`src/hw/rtl/lmfs_pkg.sv`:
```
// Package for the LED mask frame sender: command and status codes, frame bytes,
// configuration defaults and the descriptor passed from front to back.
// No dependencies.
package lmfs_pkg;

    localparam int unsigned DescDepth = 4;

    localparam logic [7:0]  FRAME_HEAD = 8'h94;
    localparam logic [7:0]  ACK_BYTE   = 8'h81;
    localparam logic [7:0]  NAK_BYTE   = 8'h80;
    localparam logic [31:0] ALL_ON     = 32'hFFFF_FFFF;

    localparam logic [15:0] TIMEOUT_RESET  = 16'd2000;
    localparam logic [3:0]  ATTEMPTS_RESET = 4'd5;

    localparam int unsigned FRAME_BEATS = 5;
    localparam logic [2:0]  LAST_BEAT   = 3'(FRAME_BEATS - 1);

    typedef enum logic [2:0] {
        CMD_SET_ONE = 3'd0,
        CMD_SET_ALL = 3'd1,
        CMD_UPDATE  = 3'd2,
        CMD_RX_BYTE = 3'd3,
        CMD_TICK    = 3'd4
    } t_cmd;

    typedef enum logic [2:0] {
        ST_OK        = 3'd0,
        ST_BAD_INDEX = 3'd1,
        ST_BUSY      = 3'd2,
        ST_ACKED     = 3'd3,
        ST_GAVE_UP   = 3'd4,
        ST_RESENDING = 3'd5
    } t_status;

    typedef enum logic {
        CFG_TIMEOUT  = 1'b0,
        CFG_ATTEMPTS = 1'b1
    } t_cfg_idx;

    typedef struct packed {
        logic        frame;
        t_status     status;
        logic [31:0] mask;
    } t_desc;

endpackage

```
`src/hw/rtl/lmfs_front.sv`:
```
// Front part: holds the LED mask, the retry state and the configuration registers,
// and turns each accepted item into one descriptor. Depends on lmfs_pkg.
module lmfs_front (
    input  logic              i_clk,
    input  logic              i_rst_n,
    input  logic              i_accept,
    input  logic [2:0]        i_command,
    input  logic [5:0]        i_led_index,
    input  logic              i_led_on,
    input  logic [7:0]        i_rx_byte,
    input  logic              i_cfg_we,
    input  logic              i_cfg_idx,
    input  logic [15:0]       i_cfg_data,
    output lmfs_pkg::t_desc   o_desc
);

    logic [15:0] r_timeout;
    logic [3:0]  r_max;
    logic [31:0] r_mask,  n_mask;
    logic        r_await, n_await;
    logic [3:0]  r_att,   n_att;
    logic [15:0] r_timer, n_timer;
    logic [15:0] timer_inc;
    logic        do_retry;

    assign timer_inc = r_timer + 16'd1;

    always_comb begin
        n_mask        = r_mask;
        n_await       = r_await;
        n_att         = r_att;
        n_timer       = r_timer;
        do_retry      = 1'b0;
        o_desc.frame  = 1'b0;
        o_desc.status = lmfs_pkg::ST_OK;
        unique case (lmfs_pkg::t_cmd'(i_command))
            lmfs_pkg::CMD_SET_ONE: begin
                if (i_led_index[5]) begin
                    o_desc.status = lmfs_pkg::ST_BAD_INDEX;
                end else begin
                    n_mask[~i_led_index[4:0]] = i_led_on;
                end
            end
            lmfs_pkg::CMD_SET_ALL: begin
                n_mask = i_led_on ? lmfs_pkg::ALL_ON : '0;
            end
            lmfs_pkg::CMD_UPDATE: begin
                if (r_await) begin
                    o_desc.status = lmfs_pkg::ST_BUSY;
                end else begin
                    n_await      = 1'b1;
                    n_att        = 4'd1;
                    n_timer      = '0;
                    o_desc.frame = 1'b1;
                end
            end
            lmfs_pkg::CMD_RX_BYTE: begin
                if (r_await) begin
                    if (i_rx_byte == lmfs_pkg::ACK_BYTE) begin
                        n_await       = 1'b0;
                        n_timer       = '0;
                        o_desc.status = lmfs_pkg::ST_ACKED;
                    end else if (i_rx_byte == lmfs_pkg::NAK_BYTE) begin
                        do_retry = 1'b1;
                    end
                end
            end
            lmfs_pkg::CMD_TICK: begin
                if (r_await) begin
                    n_timer = timer_inc;
                    if (timer_inc >= r_timeout) begin
                        do_retry = 1'b1;
                    end
                end
            end
            default: begin
            end
        endcase
        if (do_retry) begin
            n_timer = '0;
            if (r_att < r_max) begin
                n_att         = r_att + 4'd1;
                o_desc.frame  = 1'b1;
                o_desc.status = lmfs_pkg::ST_RESENDING;
            end else begin
                n_await       = 1'b0;
                o_desc.status = lmfs_pkg::ST_GAVE_UP;
            end
        end
        o_desc.mask = n_mask;
    end

    always_ff @(posedge i_clk) begin
        if (!i_rst_n) begin
            r_timeout <= lmfs_pkg::TIMEOUT_RESET;
            r_max     <= lmfs_pkg::ATTEMPTS_RESET;
            r_mask    <= '0;
            r_await   <= 1'b0;
            r_att     <= '0;
            r_timer   <= '0;
        end else begin
            if (i_cfg_we) begin
                unique case (lmfs_pkg::t_cfg_idx'(i_cfg_idx))
                    lmfs_pkg::CFG_TIMEOUT:  r_timeout <= i_cfg_data;
                    lmfs_pkg::CFG_ATTEMPTS: r_max     <= i_cfg_data[3:0];
                    default: begin
                    end
                endcase
            end
            if (i_accept) begin
                r_mask  <= n_mask;
                r_await <= n_await;
                r_att   <= n_att;
                r_timer <= n_timer;
            end
        end
    end

    // While waiting for an acknowledge at least one frame has gone out.
    a_await_att: assert property (@(posedge i_clk) disable iff (!i_rst_n)
        r_await |-> (r_att != 4'd0))
        else $error("waiting with no attempt counted");

endmodule

```
`src/hw/rtl/lmfs_fifo.sv`:
```
// Descriptor queue between the front and back parts, show-ahead read.
// Depends on lmfs_pkg.
module lmfs_fifo #(
    parameter int unsigned DEPTH = lmfs_pkg::DescDepth
) (
    input  logic            i_clk,
    input  logic            i_rst_n,
    input  logic            i_wr,
    input  lmfs_pkg::t_desc i_data,
    input  logic            i_rd,
    output lmfs_pkg::t_desc o_data,
    output logic            o_full,
    output logic            o_empty
);

    localparam int unsigned PW = (DEPTH > 1) ? $clog2(DEPTH) : 1;
    localparam int unsigned CW = $clog2(DEPTH + 1);

    lmfs_pkg::t_desc r_mem [DEPTH];
    logic [PW-1:0]   r_wptr;
    logic [PW-1:0]   r_rptr;
    logic [CW-1:0]   r_count;

    assign o_full  = (r_count == CW'(DEPTH));
    assign o_empty = (r_count == '0);
    assign o_data  = r_mem[r_rptr];

    always_ff @(posedge i_clk) begin
        if (i_wr) begin
            r_mem[r_wptr] <= i_data;
        end
    end

    always_ff @(posedge i_clk) begin
        if (!i_rst_n) begin
            r_wptr  <= '0;
            r_rptr  <= '0;
            r_count <= '0;
        end else begin
            if (i_wr) begin
                r_wptr <= (r_wptr == PW'(DEPTH - 1)) ? '0 : r_wptr + 1'b1;
            end
            if (i_rd) begin
                r_rptr <= (r_rptr == PW'(DEPTH - 1)) ? '0 : r_rptr + 1'b1;
            end
            if (i_wr && !i_rd) begin
                r_count <= r_count + 1'b1;
            end else if (i_rd && !i_wr) begin
                r_count <= r_count - 1'b1;
            end
        end
    end

    a_no_overflow: assert property (@(posedge i_clk) disable iff (!i_rst_n)
        o_full |-> !i_wr)
        else $error("descriptor queue written while full");

    a_no_underflow: assert property (@(posedge i_clk) disable iff (!i_rst_n)
        o_empty |-> !i_rd)
        else $error("descriptor queue read while empty");

endmodule

```
`src/hw/rtl/lmfs_back.sv`:
```
// Back part: expands each descriptor into one status beat or five frame beats
// and holds the current result beat in an output register. Depends on lmfs_pkg.
module lmfs_back (
    input  logic            i_clk,
    input  logic            i_rst_n,
    input  lmfs_pkg::t_desc i_desc,
    input  logic            i_desc_empty,
    output logic            o_desc_rd,
    input  logic            i_pop,
    output logic            o_empty,
    output logic            o_tx_valid,
    output logic [7:0]      o_tx_byte,
    output logic            o_last,
    output logic [2:0]      o_status,
    output logic [31:0]     o_mask_now
);

    logic        r_out_valid;
    logic [2:0]  r_idx, n_idx;
    logic        r_tx_valid;
    logic [7:0]  r_tx_byte;
    logic        r_last;
    logic [2:0]  r_status;
    logic [31:0] r_mask;
    logic        slot_free;
    logic        fire;
    logic        beat_last;
    logic [7:0]  beat_byte;

    assign slot_free = !r_out_valid || i_pop;
    assign fire      = slot_free && !i_desc_empty;
    assign beat_last = !i_desc.frame || (r_idx == lmfs_pkg::LAST_BEAT);
    assign o_desc_rd = fire && beat_last;
    assign n_idx     = beat_last ? '0 : r_idx + 3'd1;

    always_comb begin
        case (r_idx)
            3'd0:    beat_byte = lmfs_pkg::FRAME_HEAD;
            3'd1:    beat_byte = i_desc.mask[31:24];
            3'd2:    beat_byte = i_desc.mask[23:16];
            3'd3:    beat_byte = i_desc.mask[15:8];
            default: beat_byte = i_desc.mask[7:0];
        endcase
        if (!i_desc.frame) begin
            beat_byte = '0;
        end
    end

    always_ff @(posedge i_clk) begin
        if (!i_rst_n) begin
            r_out_valid <= 1'b0;
            r_idx       <= '0;
        end else begin
            if (fire) begin
                r_out_valid <= 1'b1;
                r_idx       <= n_idx;
            end else if (i_pop) begin
                r_out_valid <= 1'b0;
            end
        end
    end

    always_ff @(posedge i_clk) begin
        if (fire) begin
            r_tx_valid <= i_desc.frame;
            r_tx_byte  <= beat_byte;
            r_last     <= beat_last;
            r_status   <= i_desc.status;
            r_mask     <= i_desc.mask;
        end
    end

    assign o_empty    = !r_out_valid;
    assign o_tx_valid = r_tx_valid;
    assign o_tx_byte  = r_tx_byte;
    assign o_last     = r_last;
    assign o_status   = r_status;
    assign o_mask_now = r_mask;

    a_idx_range: assert property (@(posedge i_clk) disable iff (!i_rst_n)
        r_idx <= lmfs_pkg::LAST_BEAT)
        else $error("frame beat index out of range");

    a_mid_frame: assert property (@(posedge i_clk) disable iff (!i_rst_n)
        (r_idx != 3'd0) |-> (!i_desc_empty && i_desc.frame))
        else $error("frame in progress without a frame descriptor");

endmodule

```
`src/hw/rtl/led_mask_frame_sender_with_retry_core.sv`:
```
// Top level of the LED mask frame sender with retry.
// Depends on lmfs_pkg, lmfs_front, lmfs_fifo and lmfs_back.
//
// Channel   Direction  Handshake             Payload
// input     in         push / full           i_command, i_led_index, i_led_on, i_rx_byte
// result    out        empty / pop           o_tx_valid, o_tx_byte, o_last, o_status,
//                                            o_mask_now
// config    in         i_cfg_we              i_cfg_idx, i_cfg_data
//
// An item is taken every cycle while the descriptor queue has room; the front updates
// the mask and retry state in the same cycle. The back emits one beat per cycle while
// the result register is free or popped, so a frame item occupies it for five beats and
// any other item for one. An item's first beat passes the descriptor queue and then the
// output register. A stalled result side fills the descriptor queue (DESC_DEPTH entries)
// before full rises. Reset is synchronous and restores timeout 2000 and attempt limit 5.
module led_mask_frame_sender_with_retry_core #(
    parameter int unsigned DESC_DEPTH = lmfs_pkg::DescDepth
) (
    input  logic        i_clk,
    input  logic        i_rst_n,
    input  logic        push,
    output logic        full,
    input  logic [2:0]  i_command,
    input  logic [5:0]  i_led_index,
    input  logic        i_led_on,
    input  logic [7:0]  i_rx_byte,
    output logic        empty,
    input  logic        pop,
    output logic        o_tx_valid,
    output logic [7:0]  o_tx_byte,
    output logic        o_last,
    output logic [2:0]  o_status,
    output logic [31:0] o_mask_now,
    input  logic        i_cfg_we,
    input  logic        i_cfg_idx,
    input  logic [15:0] i_cfg_data
);

    lmfs_pkg::t_desc front_desc;
    lmfs_pkg::t_desc head_desc;
    logic            accept;
    logic            desc_empty;
    logic            desc_rd;

    assign accept = push && !full;

    lmfs_front u_front (
        .i_clk       (i_clk),
        .i_rst_n     (i_rst_n),
        .i_accept    (accept),
        .i_command   (i_command),
        .i_led_index (i_led_index),
        .i_led_on    (i_led_on),
        .i_rx_byte   (i_rx_byte),
        .i_cfg_we    (i_cfg_we),
        .i_cfg_idx   (i_cfg_idx),
        .i_cfg_data  (i_cfg_data),
        .o_desc      (front_desc)
    );

    lmfs_fifo #(
        .DEPTH (DESC_DEPTH)
    ) u_fifo (
        .i_clk   (i_clk),
        .i_rst_n (i_rst_n),
        .i_wr    (accept),
        .i_data  (front_desc),
        .i_rd    (desc_rd),
        .o_data  (head_desc),
        .o_full  (full),
        .o_empty (desc_empty)
    );

    lmfs_back u_back (
        .i_clk        (i_clk),
        .i_rst_n      (i_rst_n),
        .i_desc       (head_desc),
        .i_desc_empty (desc_empty),
        .o_desc_rd    (desc_rd),
        .i_pop        (pop),
        .o_empty      (empty),
        .o_tx_valid   (o_tx_valid),
        .o_tx_byte    (o_tx_byte),
        .o_last       (o_last),
        .o_status     (o_status),
        .o_mask_now   (o_mask_now)
    );

endmodule

```
`config.mk`:
```
export PLATFORM = sky130hd
export DESIGN_NAME = led_mask_frame_sender_with_retry_core
export DESIGN_NICKNAME = d
export VERILOG_FILES = /design/src/hw/rtl/lmfs_pkg.sv /design/src/hw/rtl/lmfs_front.sv /design/src/hw/rtl/lmfs_fifo.sv /design/src/hw/rtl/lmfs_back.sv /design/src/hw/rtl/led_mask_frame_sender_with_retry_core.sv
export SDC_FILE = /design/constraint.sdc
export NUM_CORES = 1
export LEC_CHECK = 0
export ABC_AREA = 1
export CAP_MARGIN = 20
export CORE_MARGIN = 4
export CORE_UTILIZATION = 54
export DETAILED_ROUTE_END_ITERATION = 6
export DONT_BUFFER_PORTS = 1
export GPL_ROUTABILITY_DRIVEN = 1
export PLACE_DENSITY = 0.66
export SLEW_MARGIN = 20
export SYNTH_ARGS = -nofsm -noshare
export SYNTH_HDL_FRONTEND = slang
export SYNTH_SLANG_ARGS = --single-unit
```
`constraint.sdc`:
```
create_clock -name i_clk -period 5.8 [get_ports i_clk]
set_input_delay 1.16 -clock i_clk [delete_from_list [all_inputs] [get_ports i_clk]]
set_output_delay 1.16 -clock i_clk [all_outputs]
set_load 0.03 [all_outputs]
```
# == Yosys cells after proc, flatten, opt, wreduce, memory -nomap -nowiden ==
# Memory sizes are Yosys's and may differ from the RTL's. A register that Yosys moved wholly into a read port is not among the register bits.
# Cells that the tools add are included.
# totals
output_inout_bits,47
wordCells,119
ram_bits,144
inputBits,40
mem_count,1
register_bits,129
# op_classes
n_bitwise,2
n_eq_ne,17
n_mux,49
add_sub_neg,7
n_lt_le_gt_ge,4
reduce_logical,23
# memory_table
name,depth,word_bits,read_ports,rd_ports_with_merged_regs,write_ports,line_no,source
u_fifo.r_mem,4,36,1,1,1,lmfs_fifo.sv:19,lmfs_pkg::t_desc r_mem [DEPTH];
# ops
op,n
2-to-1 mux 16 bit,5
2-to-1 mux 32 bit,2
case mux 32 bit (2 select lines),1
case mux 16 bit (3 select lines),1
bitwise mux 32 bit,1
case mux 8 bit (4 select lines),1
2-to-1 mux 4 bit,5
2-to-1 mux 1 bit,19
"adder 16 x 1 -> 16 bit, second input constant",1
"equality test 8 bit, second input constant",2
greater-or-equal comparator 16 bit,1
"equality test 3 x 2 -> 1 bit, second input constant",4
2-to-1 mux 2 bit,6
2-to-1 mux 3 bit,4
"equality test 3 bit, second input constant",3
zero test 3 bit,3
"inequality test 3 x 1 -> 1 bit, second input constant",3
case mux 3 bit (3 select lines),1
"adder 3 x 1 -> 3 bit, second input constant",2
"equality test 3 x 1 -> 1 bit, second input constant",2
logical AND 1 bit,6
zero test 1 bit,6
"< comparator 5 x 6 -> 1 bit, second input constant",1
AND reduction 6 bit,1
15 further kinds,21

# == Longest topological paths before layout ==
# Gate-level depths: netlist of run 1.
# depth
ltp_word,8
ltp_mapped,22
ltp_nobuf,22

# == By module ==
# Synthesis of run 1 repeated with hierarchy kept, for this count alone.
# unflattened
cells_unflattened,1378
hier_area_um2,13216.4
# modules_own_cells
mod,area_per_inst_um2,cells_per_inst,instances,seq_area_each_um2
lmfs_fifo,6100.9,407,1,4504.3
lmfs_front,5126.2,805,1,1461.4
lmfs_back,1979.4,164,1,1431.4
led_mask_frame_sender_with_retry_core,10.0,2,1,0.0

# == Worst setup path after synthesis of run 1 ==
# OpenSTA, ideal clock, no wires.
# synth_timing
path_type,in2reg
startpoint,input pop
endpoint,register u_fifo.r_count[1]
stages,8
arrival_ns,4.996
path_slack_ns,0.688
setup_time_ns,0.116
required_ns,5.684
path_buffers,0
path_cell_list,nor2_1 > a21oi_1 > nand2_1 > ha_1 > inv_1 > fa_1 > o21ai_0 > nor2_1
# synth_via
elab_chain_len,6
elab_cells_between_ends,8
classes_between,mux: 1; reduce/logical: 7
# synth_lines
element,line_no,source
start: declaration,led_mask_frame_sender_with_retry_core.sv:28,"input logic pop,"
logical OR 1 bit *,lmfs_back.sv:30,assign slot_free = !r_out_valid || i_pop;
logical AND 1 bit *,lmfs_back.sv:31,assign fire = slot_free && !i_desc_empty;
named net u_back.fire,lmfs_back.sv:26,logic fire;
logical AND 1 bit *,lmfs_back.sv:33,assign o_desc_rd = fire && beat_last;
zero test 1 bit,lmfs_fifo.sv:46,if (i_wr && !i_rd) begin
logical AND 1 bit,lmfs_fifo.sv:46,
2-to-1 mux 3 bit or nonzero test 2 bit (tied branches),-,
end signal: assignment,lmfs_fifo.sv:47,r_count <= r_count + 1'b1;
end signal: assignment,lmfs_fifo.sv:49,r_count <= r_count - 1'b1;
end: declaration,lmfs_fifo.sv:22,logic [CW-1:0] r_count;
# Mark *: on every way through the listed nets, which the timed path passes. The rest lies on a longest branch.
# A chain may end at the register's enable or synchronous reset.

==> results of run 1 <==
-- worst max-delay path, stage by stage (launching register included) --
cell and delay [ns]:
dfxtp_1 0.29, buf_4 0.27, inv_2 0.61, o21ai_0 0.26, o22ai_2 0.37, o21ai_1 0.27
nand2_1 0.19, ha_1 0.17, inv_1 0.07, fa_1 0.37, a21oi_1 0.14, o21ai_0 0.11
o21ai_0 0.15, a21oi_1 0.05
-- per-stage QoR --
stage	setup WS (ns)	cell area [µm²]
after detailed placement	2.10	12900
after CTS	2.38	13700
final	2.34	13700
after global placement	2.20	12900
after global routing	2.09	13700
after floorplan	0.688	12600
-- final cells by class --
class	instances	area [µm²]	area share [%]
sequential	275	7400	53.9
inverter	186	698	5.09
tap	313	392	2.85
timing repair buffer	15	113	0.821
clock buffer	47	802	5.85
clock inverter	5	33.8	0.246
multi-input combinational	772	4280	31.2
-- sequential cells by signal, summed over array words and instances, names as in the netlist, 3 cells and up, named ones only --
register / count
u_back.o_mask_now: 32
u_back.o_status: 3
u_back.o_tx_byte: 8
u_back.r_idx: 3
u_fifo.r_count: 3
u_fifo.r_mem: 144
u_front.r_att: 4
u_front.r_mask: 32
u_front.r_max: 4
u_front.r_timeout: 16
u_front.r_timer: 16
-- report_power, final --
group          switching (µW)  leakage, µW  internal (µW)
Sequential                489      0.00250           2650
Combinational            1030      0.00243            358
Clock                     708     0.000403            937
-- cells by family after synthesis --
kind of cell               count (synthesis)
and+or+nand+nor                          378
xor gates and xnor gates                  11
buffers and inverters                    248
DFF                                      275
adders and majority gates                 33
AOI/OAI and AO/OA                        350
-- cell usage in the layout (no fill, tap or decap), types with 11 or more instances in the layout --
master and n:
clkbuf_1 16, o21ai_0 140, inv_1 175, o22ai_1 35
buf_4 15, edfxtp_1 189, xor2_1 11, clkbuf_16 28
ha_1 32, nor2_1 112, a21oi_1 109, nand3_1 68
dfxtp_1 85, o221ai_1 32, nand2_1 157
-- final timing paths --
path	from	slack [ns]	cells after the start	endpoint
worst max-delay path	register	2.34	13	u_fifo.r_count[2]
worst min-delay path	u_front.r_timeout[5]	0.46	2	u_front.r_timeout[5]
worst max register to register	register	2.34	13	u_fifo.r_count[2]
worst min register to register	u_front.r_timeout[5]	0.46	2	u_front.r_timeout[5]
-- routing by layer --
layer  vias to the layer above  track usage [%]
met5                         -                0
met4                         0             6.98
met3                        58             3.41
met2                       336             38.3
met1                      4316             30.3
li1                       4466                -
==> impl_metrics.toml, run 1 <==
[outcome]
status = "complete, no violations"

[clock_network]
cts_buffers = 28
cts.clk_slew.worst_paths_ns = 0.06
h-tree-depth = 1
cts-root-buf = "clkbuf_16"
insertion_delay_ns = 0.54
hold_buffers = 0
cts_sinks = 275
post_cts_buffers = 0
cts_resized = 0
cts_tree = "done"
cts_buffer_depth = 3

[cells_and_area]
stdcell_count = 1613
drive_gt1_share_pct = 7.08
nFillCells = 1927
final_util_pct = 60.1
nets = 1351
syn2layout_area_growth_pct = 8.68
n_antenna_cell = 0

[sta]
rsz0062_at_grt = "false"
clock.fmax_mhz = 289
min_period_over_period_pct = 59.6
whs_ns = 0.460
min_period_ns = 3.46
worstMarginPinSlew_ns = 1.06
fin_skew_ns = 0.0203
slew_headroom_pct = 29.1
final-setup-viol-count = 0
slew_viol_final = 0
hold_violations = 0
fin_setup_tns_ns = 0

[pwr]
p_leak_uw = 0.00533
ir_drop_mv = 0.244
power_uw = 6170
power_density_nw_per_um2 = 450

[floorplanning]
die_area_um2 = 25900
die_y_um = 161
row_count = 55
io-pin-count = 87
die_x_um = 161
fp.coreArea_um2 = 22800
initial_core_util_pct = 55.3

[placement]
gp_congestion = 0.892
hpwl_um = 18600
port_buffers = 0
place_inst = 1561

[yosys]
synth_nets = 1368
ys_seq_area_share_pct = 58.6
synthCells = 1295
synth_top_family_by_area = "compound AO/OA/AOI/OAI gates"
synth_edf_count = 189
synth_mux_area_share_pct = 0
synth_most_common_cell = "edfxtp_1"
synthSimpleGateAreaFrac_pct = 13.4
synth_cell_types = 42
synth_largest_area_cell = "edfxtp_1"
synth_xor_area_share_pct = 0.763
synthAdderAreaFrac_pct = 3.33
synth_top_cell_area_share_pct = 45.0
synth_seq_cells = 275
synth_area_um2 = 12600
synth_common_cells = "edfxtp_1, inv_1, nand2_1, o21ai_0, nor2_1"
synth_area_per_cell_um2 = 9.75
async_flop_share_pct = 0
ys.flop_type = "edfxtp_1"
ys_warn_count = 0
synth_compound_area_share_pct = 15.9
yosys-top-cells-area = "edfxtp_1, dfxtp_1, o21ai_0, inv_1, nand2_1"

[global_route]
grt_pass1_vias = 8742
track_usage_pct = 22.6
grt_max_degree = 52
grt-ovfl-total = 0
grt_pass1_wl_um = 47100
antenna_found_initial = 0

[detailed_routing]
dr.pass1.iters = 5
viasPerCell = 5.69
vias = 9176
wl_met2_um = 14300
drc = 0
top_layer = "met4"
wl_met3_um = 1920
drt.antenna.violating_nets = 0
drt-total-wl_um = 29700
routedWlPerCell_um = 18.4
drt-met1-wl_um = 12700
drt_iter0_markers = 730

[job]
cap_violations = 0

[worst_setup_path]
crit_type = "register to register"
start_kind = "register"
end_kind = "register"
cp_max_fo = 37
crit_arrival_ns = 3.87
crit_required_ns = 6.21

[min_path]
hold_path_class = "register to register"
(Power assumes the default switching activity.)
==> run 2: changes to the inputs <==
clock period = 3.2 ns   (was 5.8 ns; I/O delays follow)
==> impl_metrics.toml, run 2 (synthesized netlist as in run 1, its figures left out) <==
[worst_setup_path]
cp_max_fo = 6
crit_path_max_incr_delay_ns = 0.39
crit_required_ns = 3.44
crit_arrival_ns = 3.17
path_buf_inv = 2
r2r_slack_ns = 0.26
path_cells = "nand3_2 -> nor3_4 -> nand2_1 -> nor2_1 -> nand2_1 -> nand2_1 -> inv_1 -> ha_1 -> nand2_1 -> inv_1 -> o21ai_0 -> nand3_1 -> nor2_1 -> nand2_2 -> nand4_1 -> o211ai_1"
cp_slowest_cell = "dfxtp_1"
worst_path_dominant_cell_family = "simple AND/OR/NAND/NOR gates"
path_common_cell = "nand2_1"
crit_start = "u_front.r_timer[1]"
start_kind = "register"
crit_type = "register to register"
end_kind = "register"
rr_startpoint = "u_front.r_timer[1]"

[sta]
fin_skew_ns = 0.0111
rsz0062_at_grt = "false"
min_period_over_period_pct = 91.7
worstMarginPinSlew_ns = 0.792
whs_ns = 0.199
slew_headroom_pct = 47.1
final-setup-viol-count = 0
slew_viol_final = 0
min_period_ns = 2.94
clock.fmax_mhz = 341
hold_violations = 0

[pwr]
power_uw = 11900
p_leak_uw = 0.00554
power_density_nw_per_um2 = 843
ir_drop_mv = 0.435

[cells_and_area]
final_common_cell = "edfxtp_1"
nFillCells = 1927
multi_input_area_um2 = 4290
final_util_pct = 61.8
mostFrequentLayoutCells = "edfxtp_1, inv_1, nand2_1, o21ai_0, nor2_1"
stdcell_count = 1630
largest_reg_flops = 144
regArea_um2 = 7400
top_register = "u_fifo.r_mem"
nets = 1368
n_antenna_cell = 0
syn2layout_area_growth_pct = 11.8
drive_gt1_share_pct = 9.64

[floorplanning]
row_count = 55
fp.coreArea_um2 = 22800
die_x_um = 161
die_y_um = 161
die_area_um2 = 25900
io-pin-count = 87
initial_core_util_pct = 55.3

[placement]
hpwl_um = 18400
place_inst = 1577
port_buffers = 0
gp_congestion = 0.893

[clock_network]
cts-root-buf = "clkbuf_16"
cts_sinks = 275
cts_tree = "done"
cts.clk_slew.worst_paths_ns = 0.06
insertion_delay_ns = 0.54
hold_buffers = 0
cts_buffers = 28
h-tree-depth = 1
cts_buffer_depth = 3

[detailed_routing]
dr.pass1.iters = 5
drt-total-wl_um = 29000
drc = 0
drt_iter0_markers = 891
drt.antenna.violating_nets = 0
viasPerCell = 5.62
vias = 9162
routedWlPerCell_um = 17.8

[global_route]
grt_max_degree = 65
grt_pass1_vias = 8654
antenna_found_initial = 0
track_usage_pct = 22.1
grt_pass1_wl_um = 46300
grt-ovfl-total = 0

[outcome]
status = "complete, no violations"

[min_path]
min-delay-start = "i_rst_n"
hold_path_class = "input pin to register"

[job]
cap_violations = 0
==> run 2: cell types whose count changed in the layout (fill, tap and decap cells not counted), sizes merged <==
cell      change
buf          +17
bufinv        +5
clkbuf        -4
clkinv        -3
clkinvlp      +1
inv           +1
==> run 2: timing repair <==
item | CTS | global route
endpoints found under the setup margin | 0 | 33
setup buffers | 0 | 1
gates resized for setup | 0 | 9
==> run 2: final cells by class <==
cell class                      instances  share of cell area (%)
Clock buffer                           43                    6.30
Clock inverter                          9                    1.32
Inverter                              186                    4.95
Multi-Input combinational cell        772                    30.4
Sequential cell                       275                    52.4
Tap cell                              313                    2.78
Timing Repair Buffer                   32                    1.79
==> run 2: final timing paths <==
path | endpoint | cells after the start
setup / recovery | u_fifo.r_mem[3][32] | 16
hold / removal | u_front.r_max[0] | 1
setup reg to reg | u_fifo.r_mem[3][32] | 16
hold reg to reg | u_front.r_timeout[12] | 2
==> run 2: layer usage <==
| layer | wire, µm | vias to the layer above | global-route usage, % |
|---|---|---|---|
| met2 | 14100 | 317 | 37.7 |
| met4 | 771 | 0 | 6.17 |
| met5 | 0 | - | 0 |
| met3 | 1700 | 57 | 3.87 |
| li1 | - | 4506 | - |
| met1 | 12400 | 4282 | 29.4 |
==> run 2: report_power, final <==
part	total (µW)	internal, µW	switching, µW
Combinational	2600	683	1910
Sequential	5640	4800	840
Clock	3670	2320	1350
==> run 2: through the flow <==
step	cell area [µm²]	worst slack [ns]	setup TNS, ns
detailed placement	13000	0.0793	0
finish	14100	0.265	0
floorplan	12600	-0.0555	-8.00
global placement	13000	0.199	0
CTS	14100	0.0589	0
global route	14100	0.0386	0
